[config.mk]
export PLATFORM = sky130hd
export DESIGN_NAME = bmp_stream_to_rgb565_decoder
export DESIGN_NICKNAME = d
export VERILOG_FILES = /design/src/sv/bmp565_pkg.sv /design/src/sv/bmp_stream_to_rgb565_decoder.sv /design/src/sv/bmp565_queue.sv /design/src/sv/bmp565_front.sv /design/src/sv/bmp565_back.sv
export SDC_FILE = /design/constraint.sdc
export NUM_CORES = 2
export LEC_CHECK = 0
export ABC_CLOCK_PERIOD_IN_PS = 20900
export BUFFER_PORTS_ARGS = -buffer_cell sky130_fd_sc_hd__buf_2
export CORE_UTILIZATION = 62
export DETAILED_ROUTE_END_ITERATION = 7
export PLACE_DENSITY = 0.87
export SLEW_MARGIN = 0
export SYNTH_ARGS = -nofsm -noshare
export SYNTH_HDL_FRONTEND = slang
export SYNTH_HIERARCHICAL = 1
export SYNTH_SLANG_ARGS = --single-unit
[constraint.sdc]
create_clock -name clk -period 20.9 [get_ports clk]
set_input_delay 4.18 -clock clk [delete_from_list [all_inputs] [get_ports clk]]
set_output_delay 4.18 -clock clk [all_outputs]
set_load 0.02 [all_outputs]
[src/sv/bmp565_pkg.sv]
// ----------------------------------------------------------------------------
// bmp565_pkg
// Types, register indexes and helpers shared by the BMP to RGB565 decoder.
// ----------------------------------------------------------------------------
package bmp565_pkg;

    localparam int REG_IDX_W = 3;
    localparam int CFG_DW    = 16;

    localparam logic [REG_IDX_W-1:0] REG_DEST_X        = 3'd0;
    localparam logic [REG_IDX_W-1:0] REG_DEST_Y        = 3'd1;
    localparam logic [REG_IDX_W-1:0] REG_SCREEN_WIDTH  = 3'd2;
    localparam logic [REG_IDX_W-1:0] REG_SCREEN_HEIGHT = 3'd3;
    localparam logic [REG_IDX_W-1:0] REG_OUTPUT_MODE   = 3'd4;

    localparam logic [15:0] BMP_SIGNATURE = 16'h4D42;

    // request queue between front and back
    localparam int QDEPTH = 4;
    localparam int QPTR_W = 2;
    localparam int QCNT_W = 3;

    // crop window coordinates (cover offsets up to 32768)
    localparam int WIN_W = 17;

    typedef struct packed {
        logic [15:0] dest_x;
        logic [15:0] dest_y;
        logic [12:0] screen_width;
        logic [12:0] screen_height;
        logic        output_mode;
    } cfg_t;

    typedef enum logic [1:0] {
        ENT_STATUS = 2'd0,
        ENT_RGB    = 2'd1,
        ENT_MONO   = 2'd2
    } ent_kind_t;

    typedef struct packed {
        ent_kind_t   kind;
        logic        status;
        logic        done;    // done on the last pixel of this request
        logic [11:0] x;       // column of first pixel (mono: bit 7)
        logic [11:0] y;
        logic [15:0] color;
        logic [7:0]  bits;    // raw mono byte, MSB first
        logic [7:0]  mask;    // mono pixels inside window, index 0 = MSB
        logic        raw;     // memory mode: emit raw bit
        logic [15:0] pal0;
        logic [15:0] pal1;
    } entry_t;

    function automatic logic [15:0] to565(input logic [7:0] r, input logic [7:0] g,
                                          input logic [7:0] b);
        to565 = {r[7:3], g[7:2], b[7:3]};
    endfunction

endpackage

[src/sv/bmp_stream_to_rgb565_decoder.sv]
// ----------------------------------------------------------------------------
// bmp_stream_to_rgb565_decoder
// Streaming BMP (1-bit / 24-bit) to RGB565 pixel decoder, top level.
// ----------------------------------------------------------------------------
// Usage:
//  - Input channel (in_valid / in_stall) carries one file byte per request;
//    first_byte marks byte 0 of a file and restarts the parse.
//  - Output channel (out_valid / out_stall) carries one pixel or one status
//    result per request, in file order; done_res flags the last one.
//  - Config registers (wr_en, wr_index, wr_data) are sampled at first_byte;
//    write them only while the block is idle.
//  - Throughput: one byte per cycle. A 1-bit byte expands into up to 8
//    pixels, one per cycle through the back end unless the output stalls,
//    so the input stalls while the 4-entry request queue is full.
//  - A result passes through the request queue and the output register.
//  - Output stall holds the output register; the queue keeps taking bytes
//    until it fills, then in_stall rises.
//  - Reset clears the parser to waiting for first_byte, empties the queue
//    and loads the register defaults (screen 320 x 240, screen mode).
// ----------------------------------------------------------------------------
module bmp_stream_to_rgb565_decoder #(
    parameter int MAX_DIM = 4096
) (
    input  logic                                clk,
    input  logic                                rst_n,
    input  logic                                wr_en,
    input  logic [bmp565_pkg::REG_IDX_W-1:0]    wr_index,
    input  logic [bmp565_pkg::CFG_DW-1:0]       wr_data,
    input  logic                                in_valid,
    output logic                                in_stall,
    input  logic [7:0]                          file_byte,
    input  logic                                first_byte,
    output logic                                out_valid,
    input  logic                                out_stall,
    output logic                                pixel_valid,
    output logic [11:0]                         pixel_x,
    output logic [11:0]                         pixel_y,
    output logic [15:0]                         color,
    output logic                                status,
    output logic                                done_res
);

    bmp565_pkg::cfg_t   cfg_reg, cfg_next;
    bmp565_pkg::entry_t push_data, head;
    logic               push, pop, head_valid, q_full, take;

    // config register file
    always_comb
    begin
        cfg_next = cfg_reg;
        if (wr_en)
        begin
            unique case (wr_index)
                bmp565_pkg::REG_DEST_X:        cfg_next.dest_x = wr_data;
                bmp565_pkg::REG_DEST_Y:        cfg_next.dest_y = wr_data;
                bmp565_pkg::REG_SCREEN_WIDTH:  cfg_next.screen_width = wr_data[12:0];
                bmp565_pkg::REG_SCREEN_HEIGHT: cfg_next.screen_height = wr_data[12:0];
                bmp565_pkg::REG_OUTPUT_MODE:   cfg_next.output_mode = wr_data[0];
                default: ;
            endcase
        end
    end

    always_ff @(posedge clk or negedge rst_n)
    begin
        if (!rst_n)
        begin
            cfg_reg.dest_x        <= 16'd0;
            cfg_reg.dest_y        <= 16'd0;
            cfg_reg.screen_width  <= 13'd320;
            cfg_reg.screen_height <= 13'd240;
            cfg_reg.output_mode   <= 1'b0;
        end
        else
        begin
            cfg_reg <= cfg_next;
        end
    end

    // a byte is taken whenever the queue has room
    assign in_stall = q_full;
    assign take     = in_valid && !q_full;

    bmp565_front #(
        .MAX_DIM (MAX_DIM)
    ) u_front (
        .clk        (clk),
        .rst_n      (rst_n),
        .cfg        (cfg_reg),
        .take       (take),
        .file_byte  (file_byte),
        .first_byte (first_byte),
        .push       (push),
        .push_data  (push_data)
    );

    bmp565_queue u_queue (
        .clk        (clk),
        .rst_n      (rst_n),
        .push       (push),
        .push_data  (push_data),
        .pop        (pop),
        .head       (head),
        .head_valid (head_valid),
        .full       (q_full)
    );

    bmp565_back u_back (
        .clk         (clk),
        .rst_n       (rst_n),
        .head        (head),
        .head_valid  (head_valid),
        .pop         (pop),
        .out_valid   (out_valid),
        .out_stall   (out_stall),
        .pixel_valid (pixel_valid),
        .pixel_x     (pixel_x),
        .pixel_y     (pixel_y),
        .color       (color),
        .status      (status),
        .done_res    (done_res)
    );

endmodule

[src/sv/bmp565_queue.sv]
// ----------------------------------------------------------------------------
// bmp565_queue
// Small register FIFO of decoded requests between front and back.
// ----------------------------------------------------------------------------
module bmp565_queue (
    input  logic                clk,
    input  logic                rst_n,
    input  logic                push,
    input  bmp565_pkg::entry_t  push_data,
    input  logic                pop,
    output bmp565_pkg::entry_t  head,
    output logic                head_valid,
    output logic                full
);

    bmp565_pkg::entry_t                  q_reg [bmp565_pkg::QDEPTH];
    logic [bmp565_pkg::QPTR_W-1:0]       wptr_reg, wptr_next;
    logic [bmp565_pkg::QPTR_W-1:0]       rptr_reg, rptr_next;
    logic [bmp565_pkg::QCNT_W-1:0]       cnt_reg, cnt_next;
    logic                                do_push, do_pop;

    function automatic logic [bmp565_pkg::QCNT_W-1:0] QCNT_W1(input logic b);
        QCNT_W1 = {{(bmp565_pkg::QCNT_W-1){1'b0}}, b};
    endfunction

    assign full       = (cnt_reg == bmp565_pkg::QCNT_W'(bmp565_pkg::QDEPTH));
    assign head_valid = (cnt_reg != '0);
    assign head       = q_reg[rptr_reg];
    assign do_push    = push && !full;
    assign do_pop     = pop && head_valid;

    always_comb
    begin
        wptr_next = do_push ? wptr_reg + 1'b1 : wptr_reg;
        rptr_next = do_pop ? rptr_reg + 1'b1 : rptr_reg;
        cnt_next  = cnt_reg + QCNT_W1(do_push) - QCNT_W1(do_pop);
    end

    always_ff @(posedge clk or negedge rst_n)
    begin
        if (!rst_n)
        begin
            wptr_reg <= '0;
            rptr_reg <= '0;
            cnt_reg  <= '0;
        end
        else
        begin
            wptr_reg <= wptr_next;
            rptr_reg <= rptr_next;
            cnt_reg  <= cnt_next;
        end
    end

    always_ff @(posedge clk)
    begin
        if (do_push)
        begin
            q_reg[wptr_reg] <= push_data;
        end
    end

endmodule

[src/sv/bmp565_front.sv]
// ----------------------------------------------------------------------------
// bmp565_front
// Header parser and pixel-data walker: one file byte per cycle while take is
// high, at most one request per byte into the queue.
// ----------------------------------------------------------------------------
module bmp565_front #(
    parameter int MAX_DIM = 4096
) (
    input  logic                clk,
    input  logic                rst_n,
    input  bmp565_pkg::cfg_t    cfg,
    input  logic                take,
    input  logic [7:0]          file_byte,
    input  logic                first_byte,
    output logic                push,
    output bmp565_pkg::entry_t  push_data
);

    localparam int DW  = $clog2(MAX_DIM + 1);  // image dimension
    localparam int CW  = DW + 1;               // column counter
    localparam int RBW = DW + 2;               // bytes per row
    localparam int XW  = bmp565_pkg::WIN_W + 1;

    typedef enum logic [3:0] {
        PH_WAIT = 4'b0001,
        PH_HEAD = 4'b0010,
        PH_PRE  = 4'b0100,
        PH_DATA = 4'b1000
    } phase_t;

    phase_t      phase_reg, phase_next;
    logic [31:0] pos_reg, pos_next;
    logic [31:0] acc_reg, acc_next;
    logic [15:0] sig_reg, sig_next;
    logic [31:0] off_reg, off_next;
    logic [31:0] hdr_reg, hdr_next;
    logic [31:0] wid_reg, wid_next;
    logic [31:0] hgt_reg, hgt_next;
    logic        bu_reg, bu_next;
    logic [15:0] depth_reg, depth_next;
    logic [15:0] planes_reg, planes_next;
    logic [31:0] comp_reg, comp_next;
    logic [15:0] pal0_reg, pal0_next;
    logic [15:0] pal1_reg, pal1_next;
    logic        mode_reg, mode_next;
    logic [15:0] latx_reg, latx_next;
    logic [15:0] laty_reg, laty_next;
    logic [12:0] latsw_reg, latsw_next;
    logic [12:0] latsh_reg, latsh_next;
    logic [bmp565_pkg::WIN_W-1:0] c0_reg, c0_next, c1_reg, c1_next;
    logic [bmp565_pkg::WIN_W-1:0] r0_reg, r0_next, r1_reg, r1_next;
    logic [15:0] offx_reg, offx_next, offy_reg, offy_next;
    logic [DW-1:0]  lastf_reg, lastf_next;
    logic [RBW-1:0] rb_reg, rb_next;
    logic        mono_reg, mono_next;
    logic [DW-1:0]  row_reg, row_next;
    logic [RBW-1:0] bir_reg, bir_next;
    logic [CW-1:0]  col_reg, col_next;
    logic [1:0]  k_reg, k_next;
    logic [15:0] part_reg, part_next;

    // ---------------- header finish ----------------
    logic [31:0] acc_sh;
    logic [15:0] fh_depth;
    logic [33:0] need_pal, need_pos;
    logic        fh_bad, fh_empty;
    logic signed [19:0] lx, ly, sw20, sh20, w20, h20;
    logic signed [19:0] fc0, fx0, flw1, flw, fr0, fy0, flh1, flh;
    logic signed [19:0] fc1, fr1, flast;
    logic [DW+5:0]  rb_bits;
    logic [RBW-1:0] fh_rb;

    assign acc_sh = {file_byte, acc_reg[31:8]};

    always_comb
    begin
        fh_depth = (pos_reg == 32'd29) ? acc_sh[31:16] : depth_reg;
        need_pal = 34'd14 + 34'(hdr_reg) + ((fh_depth == 16'd1) ? 34'd8 : 34'd0);
        need_pos = 34'(pos_reg) + 34'd1;
        fh_bad = (sig_reg != bmp565_pkg::BMP_SIGNATURE) || (planes_reg != 16'd1)
              || (comp_reg != 32'd0) || ((fh_depth != 16'd1) && (fh_depth != 16'd24))
              || (wid_reg > 32'(MAX_DIM)) || (hgt_reg > 32'(MAX_DIM))
              || (34'(off_reg) < need_pal) || (34'(off_reg) < need_pos);

        lx   = 20'(signed'(latx_reg));
        ly   = 20'(signed'(laty_reg));
        sw20 = signed'(20'(latsw_reg));
        sh20 = signed'(20'(latsh_reg));
        w20  = signed'(20'(wid_reg[DW-1:0]));
        h20  = signed'(20'(hgt_reg[DW-1:0]));
        if (!mode_reg)
        begin
            fc0  = lx[19] ? -lx : 20'sd0;
            fx0  = lx[19] ? 20'sd0 : lx;
            flw1 = w20 - fc0;
            flw  = (fx0 + flw1 > sw20) ? sw20 - fx0 : flw1;
            fr0  = ly[19] ? -ly : 20'sd0;
            fy0  = ly[19] ? 20'sd0 : ly;
            flh1 = h20 - fr0;
            flh  = (fy0 + flh1 > sh20) ? sh20 - fy0 : flh1;
        end
        else
        begin
            fc0  = 20'sd0;
            fx0  = 20'sd0;
            flw1 = w20;
            flw  = w20;
            fr0  = 20'sd0;
            fy0  = 20'sd0;
            flh1 = h20;
            flh  = h20;
        end
        fh_empty = flw[19] || (flw == 20'sd0) || flh[19] || (flh == 20'sd0);
        fc1   = fc0 + flw - 20'sd1;
        fr1   = fr0 + flh - 20'sd1;
        flast = bu_reg ? h20 - 20'sd1 - fr0 : fr1;
        if (fh_depth == 16'd1)
        begin
            rb_bits = (DW+6)'(wid_reg[DW-1:0]) + (DW+6)'(31);
        end
        else
        begin
            rb_bits = ((DW+6)'(wid_reg[DW-1:0]) << 4) + ((DW+6)'(wid_reg[DW-1:0]) << 3)
                    + (DW+6)'(31);
        end
        fh_rb = RBW'({rb_bits[DW+5:5], 2'b00});
    end

    // ---------------- palette capture ----------------
    logic [32:0] pbase, pd;
    logic        pcap;

    always_comb
    begin
        pbase = 33'd14 + 33'(hdr_reg);
        pd    = 33'(pos_reg) - pbase;
        pcap  = (pos_reg >= 32'd18) && (33'(pos_reg) >= pbase) && (pd < 33'd8);
    end

    // ---------------- pixel data ----------------
    logic           entering;
    logic [DW-1:0]  row_e, rowr;
    logic [RBW-1:0] bir_e;
    logic [CW-1:0]  col_e;
    logic [1:0]     k_e;
    logic [RBW:0]   bir_inc;
    logic           wrap, r_in, rgb_rng, rgb_pix, rgb_in, d_fin, d_push;
    logic [XW-1:0]  ci [8];
    logic [7:0]     mmask, meq;
    logic [11:0]    px;

    always_comb
    begin
        entering = (phase_reg == PH_PRE);
        row_e = entering ? '0 : row_reg;
        bir_e = entering ? '0 : bir_reg;
        col_e = entering ? '0 : col_reg;
        k_e   = entering ? 2'd0 : k_reg;
        rowr  = bu_reg ? hgt_reg[DW-1:0] - DW'(1) - row_e : row_e;
        r_in  = (bmp565_pkg::WIN_W'(rowr) >= r0_reg) && (bmp565_pkg::WIN_W'(rowr) <= r1_reg);
        for (int i = 0; i < 8; i++)
        begin
            ci[i]    = XW'(col_e) + XW'(i);
            mmask[i] = (ci[i] < XW'(wid_reg[DW-1:0])) && (ci[i] >= XW'(c0_reg))
                    && (ci[i] <= XW'(c1_reg)) && r_in;
            meq[i]   = (ci[i] == XW'(c1_reg));
        end
        rgb_rng = (XW'(col_e) < XW'(wid_reg[DW-1:0]));
        rgb_pix = rgb_rng && (k_e == 2'd2);
        rgb_in  = rgb_pix && r_in && (XW'(col_e) >= XW'(c0_reg))
               && (XW'(col_e) <= XW'(c1_reg));
        if (mono_reg)
        begin
            d_push = |mmask;
            d_fin  = (row_e == lastf_reg) && |(mmask & meq);
        end
        else
        begin
            d_push = rgb_in;
            d_fin  = rgb_in && (row_e == lastf_reg) && (XW'(col_e) == XW'(c1_reg));
        end
        bir_inc = (RBW+1)'(bir_e) + (RBW+1)'(1);
        wrap    = (bir_inc >= (RBW+1)'(rb_reg));
        px      = 12'(col_e) + offx_reg[11:0];
    end

    // ---------------- state update ----------------
    always_comb
    begin
        phase_next = phase_reg;  pos_next = pos_reg;     acc_next = acc_reg;
        sig_next = sig_reg;      off_next = off_reg;     hdr_next = hdr_reg;
        wid_next = wid_reg;      hgt_next = hgt_reg;     bu_next = bu_reg;
        depth_next = depth_reg;  planes_next = planes_reg; comp_next = comp_reg;
        pal0_next = pal0_reg;    pal1_next = pal1_reg;   mode_next = mode_reg;
        latx_next = latx_reg;    laty_next = laty_reg;
        latsw_next = latsw_reg;  latsh_next = latsh_reg;
        c0_next = c0_reg;  c1_next = c1_reg;  r0_next = r0_reg;  r1_next = r1_reg;
        offx_next = offx_reg;    offy_next = offy_reg;
        lastf_next = lastf_reg;  rb_next = rb_reg;       mono_next = mono_reg;
        row_next = row_reg;      bir_next = bir_reg;     col_next = col_reg;
        k_next = k_reg;          part_next = part_reg;
        push = 1'b0;
        push_data = '0;
        push_data.kind = bmp565_pkg::ENT_STATUS;

        if (take)
        begin
            if (first_byte)
            begin
                mode_next  = cfg.output_mode;
                latx_next  = cfg.dest_x;
                laty_next  = cfg.dest_y;
                latsw_next = cfg.screen_width;
                latsh_next = cfg.screen_height;
                pos_next = 32'd1;     acc_next = {file_byte, 24'd0};
                sig_next = '0;        off_next = '0;   hdr_next = '0;
                wid_next = '0;        hgt_next = '0;   bu_next = 1'b1;
                depth_next = '0;      planes_next = '0; comp_next = '0;
                phase_next = PH_HEAD;
                // window entirely right of or below the screen
                if (!cfg.output_mode
                    && ((signed'(cfg.dest_x) >= signed'({4'd0, cfg.screen_width}))
                     || (signed'(cfg.dest_y) >= signed'({4'd0, cfg.screen_height}))))
                begin
                    phase_next = PH_WAIT;
                    push = 1'b1;
                    push_data.done = 1'b1;
                end
            end
            else
            begin
                if (((phase_reg == PH_HEAD) || ((phase_reg == PH_PRE) && (pos_reg != off_reg)))
                    && pcap)
                begin
                    if (pd[2])
                    begin
                        unique case (pd[1:0])
                            2'd0: pal1_next[4:0]   = file_byte[7:3];
                            2'd1: pal1_next[10:5]  = file_byte[7:2];
                            2'd2: pal1_next[15:11] = file_byte[7:3];
                            default: ;
                        endcase
                    end
                    else
                    begin
                        unique case (pd[1:0])
                            2'd0: pal0_next[4:0]   = file_byte[7:3];
                            2'd1: pal0_next[10:5]  = file_byte[7:2];
                            2'd2: pal0_next[15:11] = file_byte[7:3];
                            default: ;
                        endcase
                    end
                end

                unique case (phase_reg)
                    PH_WAIT: ;
                    PH_HEAD:
                    begin
                        acc_next = acc_sh;
                        pos_next = pos_reg + 32'd1;
                        if ((pos_reg == 32'd1))  sig_next = acc_sh[31:16];
                        if ((pos_reg == 32'd13)) off_next = acc_sh;
                        if ((pos_reg == 32'd17)) hdr_next = acc_sh;
                        if ((pos_reg == 32'd21)) wid_next = acc_sh;
                        if ((pos_reg == 32'd25))
                        begin
                            hgt_next = acc_sh[31] ? (~acc_sh) + 32'd1 : acc_sh;
                            bu_next  = !acc_sh[31];
                        end
                        if ((pos_reg == 32'd27)) planes_next = acc_sh[31:16];
                        if ((pos_reg == 32'd29)) depth_next = acc_sh[31:16];
                        if ((pos_reg == 32'd33)) comp_next = acc_sh;
                        if (((pos_reg == 32'd29) && (hdr_reg <= 32'd12)) || (pos_reg == 32'd53))
                        begin
                            if (fh_bad || fh_empty)
                            begin
                                phase_next = PH_WAIT;
                                push = 1'b1;
                                push_data.status = fh_bad;
                                push_data.done = 1'b1;
                            end
                            else
                            begin
                                phase_next = PH_PRE;
                                c0_next = bmp565_pkg::WIN_W'(fc0);
                                c1_next = bmp565_pkg::WIN_W'(fc1);
                                r0_next = bmp565_pkg::WIN_W'(fr0);
                                r1_next = bmp565_pkg::WIN_W'(fr1);
                                offx_next = mode_reg ? 16'd0 : latx_reg;
                                offy_next = mode_reg ? 16'd0 : laty_reg;
                                lastf_next = DW'(flast);
                                rb_next = fh_rb;
                                mono_next = (fh_depth == 16'd1);
                            end
                        end
                    end
                    PH_PRE, PH_DATA:
                    begin
                        if ((phase_reg == PH_PRE) && (pos_reg != off_reg))
                        begin
                            pos_next = pos_reg + 32'd1;
                        end
                        else
                        begin
                            push = d_push;
                            push_data.kind = mono_reg ? bmp565_pkg::ENT_MONO
                                                      : bmp565_pkg::ENT_RGB;
                            push_data.done = d_fin;
                            push_data.x = px;
                            push_data.y = 12'(rowr) + offy_reg[11:0];
                            push_data.color = bmp565_pkg::to565(file_byte, part_reg[15:8],
                                                                part_reg[7:0]);
                            push_data.bits = file_byte;
                            push_data.mask = mmask;
                            push_data.raw = mode_reg;
                            push_data.pal0 = pal0_reg;
                            push_data.pal1 = pal1_reg;
                            if (!mono_reg && rgb_rng)
                            begin
                                if (k_e == 2'd0) part_next[7:0] = file_byte;
                                if (k_e == 2'd1) part_next[15:8] = file_byte;
                            end
                            if (d_fin)
                            begin
                                phase_next = PH_WAIT;
                            end
                            else
                            begin
                                phase_next = PH_DATA;
                                if (wrap)
                                begin
                                    bir_next = '0;
                                    row_next = row_e + DW'(1);
                                    col_next = '0;
                                    k_next = 2'd0;
                                end
                                else
                                begin
                                    bir_next = RBW'(bir_inc);
                                    row_next = row_e;
                                    if (mono_reg)
                                    begin
                                        col_next = col_e + CW'(8);
                                        k_next = k_e;
                                    end
                                    else if (rgb_rng)
                                    begin
                                        col_next = (k_e == 2'd2) ? col_e + CW'(1) : col_e;
                                        k_next = (k_e == 2'd2) ? 2'd0 : k_e + 2'd1;
                                    end
                                    else
                                    begin
                                        col_next = col_e;
                                        k_next = k_e;
                                    end
                                end
                            end
                        end
                    end
                    default: ;
                endcase
            end
        end
    end

    always_ff @(posedge clk or negedge rst_n)
    begin
        if (!rst_n)
        begin
            phase_reg <= PH_WAIT;
        end
        else
        begin
            phase_reg <= phase_next;
        end
    end

    always_ff @(posedge clk)
    begin
        pos_reg <= pos_next;     acc_reg <= acc_next;     sig_reg <= sig_next;
        off_reg <= off_next;     hdr_reg <= hdr_next;     wid_reg <= wid_next;
        hgt_reg <= hgt_next;     bu_reg <= bu_next;       depth_reg <= depth_next;
        planes_reg <= planes_next; comp_reg <= comp_next;
        pal0_reg <= pal0_next;   pal1_reg <= pal1_next;   mode_reg <= mode_next;
        latx_reg <= latx_next;   laty_reg <= laty_next;
        latsw_reg <= latsw_next; latsh_reg <= latsh_next;
        c0_reg <= c0_next;  c1_reg <= c1_next;  r0_reg <= r0_next;  r1_reg <= r1_next;
        offx_reg <= offx_next;   offy_reg <= offy_next;   lastf_reg <= lastf_next;
        rb_reg <= rb_next;       mono_reg <= mono_next;   row_reg <= row_next;
        bir_reg <= bir_next;     col_reg <= col_next;     k_reg <= k_next;
        part_reg <= part_next;
    end

endmodule

[src/sv/bmp565_back.sv]
// ----------------------------------------------------------------------------
// bmp565_back
// Turns queued requests into results: one pixel or status per cycle while
// not stalled; mono bytes expand bit by bit into a stallable output register.
// ----------------------------------------------------------------------------
module bmp565_back (
    input  logic                clk,
    input  logic                rst_n,
    input  bmp565_pkg::entry_t  head,
    input  logic                head_valid,
    output logic                pop,
    output logic                out_valid,
    input  logic                out_stall,
    output logic                pixel_valid,
    output logic [11:0]         pixel_x,
    output logic [11:0]         pixel_y,
    output logic [15:0]         color,
    output logic                status,
    output logic                done_res
);

    logic        ov_reg, ov_next;
    logic [7:0]  served_reg, served_next;
    logic        pv_reg, pv_next, st_reg, st_next, dn_reg, dn_next;
    logic [11:0] x_reg, x_next, y_reg, y_next;
    logic [15:0] c_reg, c_next;
    logic        ofree, bitv;
    logic [7:0]  rem, sel_oh, rem_left;
    logic [2:0]  sel;

    always_comb
    begin
        ofree = !ov_reg || !out_stall;
        rem   = head.mask & ~served_reg;
        sel   = 3'd0;
        for (int k = 7; k >= 0; k--)
        begin
            if (rem[k])
            begin
                sel = 3'(k);
            end
        end
        sel_oh   = 8'd1 << sel;
        rem_left = rem & ~sel_oh;
        bitv     = head.bits[3'd7 - sel];

        ov_next = ov_reg && out_stall;
        served_next = served_reg;
        pv_next = pv_reg;  st_next = st_reg;  dn_next = dn_reg;
        x_next = x_reg;    y_next = y_reg;    c_next = c_reg;
        pop = 1'b0;

        if (head_valid && ofree)
        begin
            ov_next = 1'b1;
            unique case (head.kind)
                bmp565_pkg::ENT_RGB:
                begin
                    pop = 1'b1;
                    pv_next = 1'b1;  st_next = 1'b0;  dn_next = head.done;
                    x_next = head.x; y_next = head.y; c_next = head.color;
                end
                bmp565_pkg::ENT_MONO:
                begin
                    pv_next = 1'b1;  st_next = 1'b0;
                    dn_next = head.done && (rem_left == 8'd0);
                    x_next = head.x + 12'(sel);
                    y_next = head.y;
                    if (head.raw)
                    begin
                        c_next = {15'd0, bitv};
                    end
                    else
                    begin
                        c_next = bitv ? head.pal1 : head.pal0;
                    end
                    if (rem_left == 8'd0)
                    begin
                        pop = 1'b1;
                        served_next = 8'd0;
                    end
                    else
                    begin
                        served_next = served_reg | sel_oh;
                    end
                end
                default:
                begin
                    pop = 1'b1;
                    pv_next = 1'b0;  st_next = head.status;  dn_next = head.done;
                    x_next = '0;     y_next = '0;            c_next = '0;
                end
            endcase
        end
    end

    always_ff @(posedge clk or negedge rst_n)
    begin
        if (!rst_n)
        begin
            ov_reg     <= 1'b0;
            served_reg <= 8'd0;
        end
        else
        begin
            ov_reg     <= ov_next;
            served_reg <= served_next;
        end
    end

    always_ff @(posedge clk)
    begin
        pv_reg <= pv_next;  st_reg <= st_next;  dn_reg <= dn_next;
        x_reg  <= x_next;   y_reg  <= y_next;   c_reg  <= c_next;
    end

    assign out_valid   = ov_reg;
    assign pixel_valid = pv_reg;
    assign pixel_x     = x_reg;
    assign pixel_y     = y_reg;
    assign color       = c_reg;
    assign status      = st_reg;
    assign done_res    = dn_reg;

endmodule

# Word level (Yosys, flattened, before mapping)
# Memories as Yosys holds them, arrays and structs flattened.
# Index checks and enable logic that the tools add are counted.
# op_classes
n_addsub	46
n_mul	0
n_div	0
order_cmp	40
n_eq_ne	41
shifts	1
muxes	100
bitwise_logic	12
reduce_logical	115
# op_table
cell	count
$mux W32	14
$mux W89	2
$eq A32 B5 Y1 const B	5
$mux W16	8
$eq A18 B17 Y1	7
$ge A18 B17 Y1	7
$le A18 B17 Y1	7
$lt A18 B13 Y1	7
$mux W20	6
$mux W93	1
$mux W90	1
$sub A14 B20 Y20	4
$lt A32 B34 Y1	2
$add A4 B32 Y33 const A	2
$add A32 B1 Y32 const B	2
$eq A32 B6 Y1 const B	2
$gt A32 B13 Y1 const B	2
$pmux W32 S2	1
$add A14 B3 Y15 const B	4
$mux W14	4
$mux W13	4
$logic_and A1 B1 Y1	46
$mux W15	3
$add A20 B20 Y20	2
other kinds (89)	212
# totals
ff_bits	665
latchBits	0
ramBits	372
rom_bits	0
input_bits	33
wordCells	411
mem_count	1
# memory_table
memory	words	width	rd	rd_ports_with_merged_regs	write_ports	line_no	rtl
u_queue.q_reg	4	93	1	0	1	bmp565_queue.sv:16	bmp565_pkg::entry_t q_reg [bmp565_pkg::QDEPTH];

# Depth between registers and ports, before layout
# logic_depth
word_depth	20
depth_mapped	52
ltp_nobuf	50

# Hierarchy
# Netlist, hierarchy kept.
# by_module_without_submodules
mod	n_inst	cells_each	area_per_inst_um2	seq_area_each_um2
bmp565_front	1	5102	47663.2	16016.6
bmp565_queue	1	526	13929.6	11345.9
bmp565_back	1	287	2957.8	1516.5
bmp_stream_to_rgb565_decoder	1	129	2274.7	1483.9

# Least setup slack after synthesis
# OpenSTA, ideal clock, no wires.
# synth_path
kind	input-to-reg
from	input port file_byte[0]
to	register u_front/c0_reg[0] in the netlist's numbering, enable pin
arrival_time_ns	19.915
t_required_ns	20.012
slack_ns	0.097
cell_stages	25
path_cell_list	or4_1 -> nor2_1 -> nand4_1 -> o21ai_1 -> nand2_1 -> inv_1 -> ha_1 -> ha_1 -> nand2_1 -> nor4_1 -> nand2_1 -> nor2_1 -> nand2_1 -> or2_2 -> nor3_1 -> xor2_1 -> ha_1 -> nor2_1 -> or4_1 -> nor4_1 -> nand4_1 -> nor4_1 -> and4_1 -> nand2_1 -> nor4_1
# synth_via
elab_chain_len	11
elab_cells_between_ends	16
cone_classes	add/sub: 1; order compare: 1; eq/ne: 3; mux: 2; bitwise: 1; reduce/logical: 8
# synth_rtl
element	line_no	rtl
start, declared	bmp_stream_to_rgb565_decoder.sv:31	input logic [7:0] file_byte,
$mux W16 *	bmp565_front.sv:77	fh_depth = (pos_reg == 32'd29) ? acc_sh[31:16] : depth_reg;
parallel branches: the longest is 5 deep, another holds $add A34 B34 Y34	-	
$logic_or A1 B1 Y1 * (2 in series)	bmp565_front.sv:83	|| (34'(off_reg) < need_pal) || (34'(off_reg) < need_pos);
$logic_or A1 B1 Y1 *	bmp565_front.sv:275	if (fh_bad || fh_empty)
$not A1 Y1 (no source line) *	-	
$reduce_and A5 Y1 (no source line) *	-	
end signal, assigned	bmp565_front.sv:387	c0_reg <= c0_next; c1_reg <= c1_next; r0_reg <= r0_next; r1_reg <= r1_next;
end, declared	bmp565_front.sv:50	logic [bmp565_pkg::WIN_W-1:0] c0_reg, c0_next, c1_reg, c1_next;
# Every way passes the cells marked *.
# A chain may end at the register's enable or synchronous reset.

# Final worst setup path
# layout_path
from	input port file_byte[0]
to	memory u_queue/q_reg[2][52] in the netlist's numbering, enable pin
# layout_via
elab_chain_len	17
elab_cells_between_ends	22
cone_classes	add/sub: 1; order compare: 1; eq/ne: 3; mux: 9; reduce/logical: 8
# layout_rtl
element	line_no	rtl
$mux W16 *	bmp565_front.sv:77	
parallel branches: the longest is 5 deep, another holds $add A34 B34 Y34	-	
$logic_or A1 B1 Y1 * (2 in series)	bmp565_front.sv:83	
$logic_or A1 B1 Y1 *	bmp565_front.sv:275	
$mux W1 *	bmp565_front.sv:275	
$mux W1 *	bmp565_front.sv:273	if (((pos_reg == 32'd29) && (hdr_reg <= 32'd12)) || (pos_reg == 32'd53))
$pmux W1 S2 *	bmp565_front.sv:255	unique case (phase_reg)
$mux W1 *	bmp565_front.sv:208	if (first_byte)
$mux W1 *	bmp565_front.sv:206	if (take)
named net push	bmp_stream_to_rgb565_decoder.sv:45	logic push, pop, head_valid, q_full, take;
$logic_and A1 B1 Y1 *	bmp565_queue.sv:29	assign do_push = push && !full;
$mux W1 *	bmp565_queue.sv:57	if (do_push)
$mux W1 (not written as such) *	bmp565_queue.sv:59	q_reg[wptr_reg] <= push_data;
end, declared	bmp565_queue.sv:16	
# Mark *: on every way through the listed nets, which the timed path passes.

==> key figures <==
Run status
  • Violated checks: design-rule violations
  • Status: finished, violations left

Synth
  • Synth warn: 6
  • Post-synthesis mux area share: just under 5%
  • Most common library cells after synthesis: 945 x edfxtp_1, 753 x ha_1, 446 x inv_1
  • Average cell area after synthesis: between 10 and 15 µm²
  • Post-synthesis xor/xnor area fraction: 5.911%
  • Simple-gate share of the synthesized area: about 14%
  • Main combinational cell family by area after synthesis: adder cells
  • Cells after Synth: a little over 6000
  • Adder-Cell Fraction of Synth Area: ~15%
  • Netlist cell types: 120
  • Fraction of registers with async set or reset after synthesis: about 7.7%
  • Top cell type's share of synthesized area: between 40% and 50%
  • Main flop type after synthesis: edfxtp_1
  • Area contributors post-synth: edfxtp_1 42%, ha_1 14%, xnor2_1 3.6%
  • Synthesized area: about 67000 µm²
  • Sequential fraction of the synthesis area: between 40% and 50%
  • Top-count cell post-synth: edfxtp_1
  • Compound-Gate Fraction of Synth Area: around 11%
  • Post-synth EDFFs: between 900 and 1000
  • #FFs+latches synth: between 1000 and 1500
  • Cell taking the most area after synthesis: edfxtp_1

STA
  • Tightest Pin Transition: around 1500 ps
  • Tcrit/Tclk final: between 50 and 60%
  • Fmax: approximately 0.082 GHz
  • RSZ-0062 raised after global routing: no
  • Final Critical Period: around 12000 ps
  • Count of pins over their slew limit: 0
  • Final Hold Viols: 0
  • WHS: around 470 ps
  • Slew HR: about 2.7%
  • Setup TNS: 0 ps
  • Final Skew: roughly 60 ps
  • Final Setup Violations: 0

Pwr
  • Psw: roughly 3 mW
  • Comb pwr share: between 30% and 40%
  • Switch share: a little under two fifths
  • Leakage power: between 20 and 30 nW
  • Clock share of power: around a quarter
  • Tot Pwr: about 7.7 mW
  • PwrDens: 107.1 nW/µm²
  • Sequential power share: 37.3%
  • Internal power: about 4.8 mW
  • Worst vdd ir: slightly below 90 µV

Floorplanning
  • Die W: about 330 µm
  • Die area: between 100000 and 150000 µm²
  • Core ar.: roughly 110000 µm²
  • I/O pins: about 80
  • Row count: 120
  • Die H: roughly 330 µm
  • Starting Density: between 60% and 70%

Flow run
  • Max-cap check violation count: 0

Route
  • Routed WL: approximately 200000 µm
  • Drt drc: 3
  • Vias per cell: 6.735
  • DR pass1 iterations: 8
  • Via Count: 51107
  • DR iter-0 viols: 6673
  • Post-DR wirelength/cell: between 20 and 30 µm
  • Post-route ant nets: 0

GRT
  • Global Route Usage Sum: between 30% and 40%
  • Largest net degree at the start of global routing: between 80 and 90
  • First-pass GRT wire length: between 200000 and 300000 µm
  • Initial antenna violation count: 10
  • Vias in the first global route: roughly 49000
  • Total gr overflow: 0

CTS
  • Num Clock Sinks: 1024
  • Post-cts hold buffer count: 0
  • CTS tree: built
  • Clock buffer depth: 3
  • Inserted Clock Buffers: 100
  • Reg clk slew, reported paths: roughly 60 ps
  • CTS H-tree depth: 3
  • Insertion delay to the later sink of the worst-skew pair: 730 ps
  • Post-CTS sizing: 0
  • Clock root cell: clkbuf_16
  • Post-CTS setup buffers: 0

Final layout
  • Non-Filler Cell Area, Final: approximately 70000 µm²
  • Layout cells sized above 1: around 8.7%
  • Final net count: 6900
  • Largest register FFs: between 300 and 400
  • Layout area overhead: 7.594%

Worst hold path
  • WHS Path Cells: 0
  • HP Class: flop to flop

Worst setup path
  • CP Max Fanout: 63
  • Critical path type: input port to flop
  • R2R Setup Slk: just under 10000 ps
  • Worst setup SP type: input port
  • Reg2reg path depth: 45
  • Delay of the slowest critical-path stage: between 800 and 900 ps
  • CP endpoint kind: flop
  • Critical Path AT: around 13000 ps
  • Crit path required time: 21250 ps
  • Slowest cell on the critical path: buf_4

Placement
  • GP Congestion: ~1.1
  • Post-DP HPWL: around 150000 µm
  • I/O Buffers: between 70 and 80
  • Area after DPL: roughly 69000 µm²
[kinds of logic after synthesis]
family | count (synthesis)
buffers and inverters | 625
XOR/XNOR | 451
multiplexers | 203
AND/OR/NAND/NOR | 1834
AO/OA/AOI/OAI | 1138
flip-flops | 1024
other | 1
adder cells (fa/ha/maj) | 768
[critical path, delay by kind of cell]
| kind | cells | cell delay [ps] |
|---|---|---|
| buf+inv | 3 | 1360 |
| xor+xnor | 1 | 190 |
| fa+ha+maj | 3 | 700 |
| simple gates | 13 | 3900 |
| compound gates | 10 | 2080 |
[power groups by stage]
stage	sequential (mW)	clock, mW	combinational (mW)
3_5_place_dp	2.89	0	2.88
5_1_grt	2.89	1.89	3.25
3_3_place_gp	2.87	0	2.77
4_1_cts	2.86	1.82	2.95
2_1_floorplan	2.83	0	2.11
6_report	2.87	1.81	3.02
[metrics by stage]
stage               utilization, %  worst slack [ps]  instances
detailed placement           64.18              8135       7400
global placement             64.18              8533       7400
finish                       67.26              8748       7588
CTS                          67.25              8904       7585
global route                 67.25              8244       7586
floorplan                        -             96.54       6045
[routing by layer]
metal / share of wire (%) / vias up / GRT usage, %
met5: 0.033 / - / 0
met4: 6.7 / 6 / 20.85
met3: 10 / 757 / 7.127
met2: 45 / 3217 / 57.19
met1: 38 / 24561 / 48.13
li1: - / 22566 / -
[layout make-up]
class,count,area (µm²)
fillers,7691,35000
clock inverters,69,716.9
well taps,1403,1755
clock buffers,116,2562
diodes,3,7.507
inverters,450,1692
repair buffers,127,765.7
flip-flops and latches,1024,30370
multi-input cells,4396,34030
[cell usage in the layout, fill, tap and decap left out, types with 94 or more instances in the layout]
master     count
nand4_1      117
nor2_1       424
nand2b_1      94
nand2_1      403
edfxtp_1     945
xor2_1       175
nand3_1      163
clkbuf_16    100
a21oi_1      302
nor2b_1      134
inv_1        444
nor3_1       110
ha_1         753
o21ai_0      211
a21o_1       131
xnor2_1      276
[final timing paths]
kind,startpoint,end
max in group asynchronous,rst_n,cfg_reg[29]$_DFFE_PN0P_
worst max-delay path,file_byte[0],u_queue/q_reg[2][52]$_DFFE_PP_
worst max register to register,u_front/laty_reg[1]$_DFFE_PP_,u_front/r1_reg[15]$_DFFE_PP_
min in group asynchronous,rst_n,u_queue/rptr_reg[0]$_DFFE_PN0P_
worst min register to register,cfg_reg[4]$_DFFE_PN0P_,u_front/latsh_reg[3]$_DFFE_PP_
worst min-delay path,cfg_reg[4]$_DFFE_PN0P_,u_front/latsh_reg[3]$_DFFE_PP_
(Power assumes the default switching activity.)
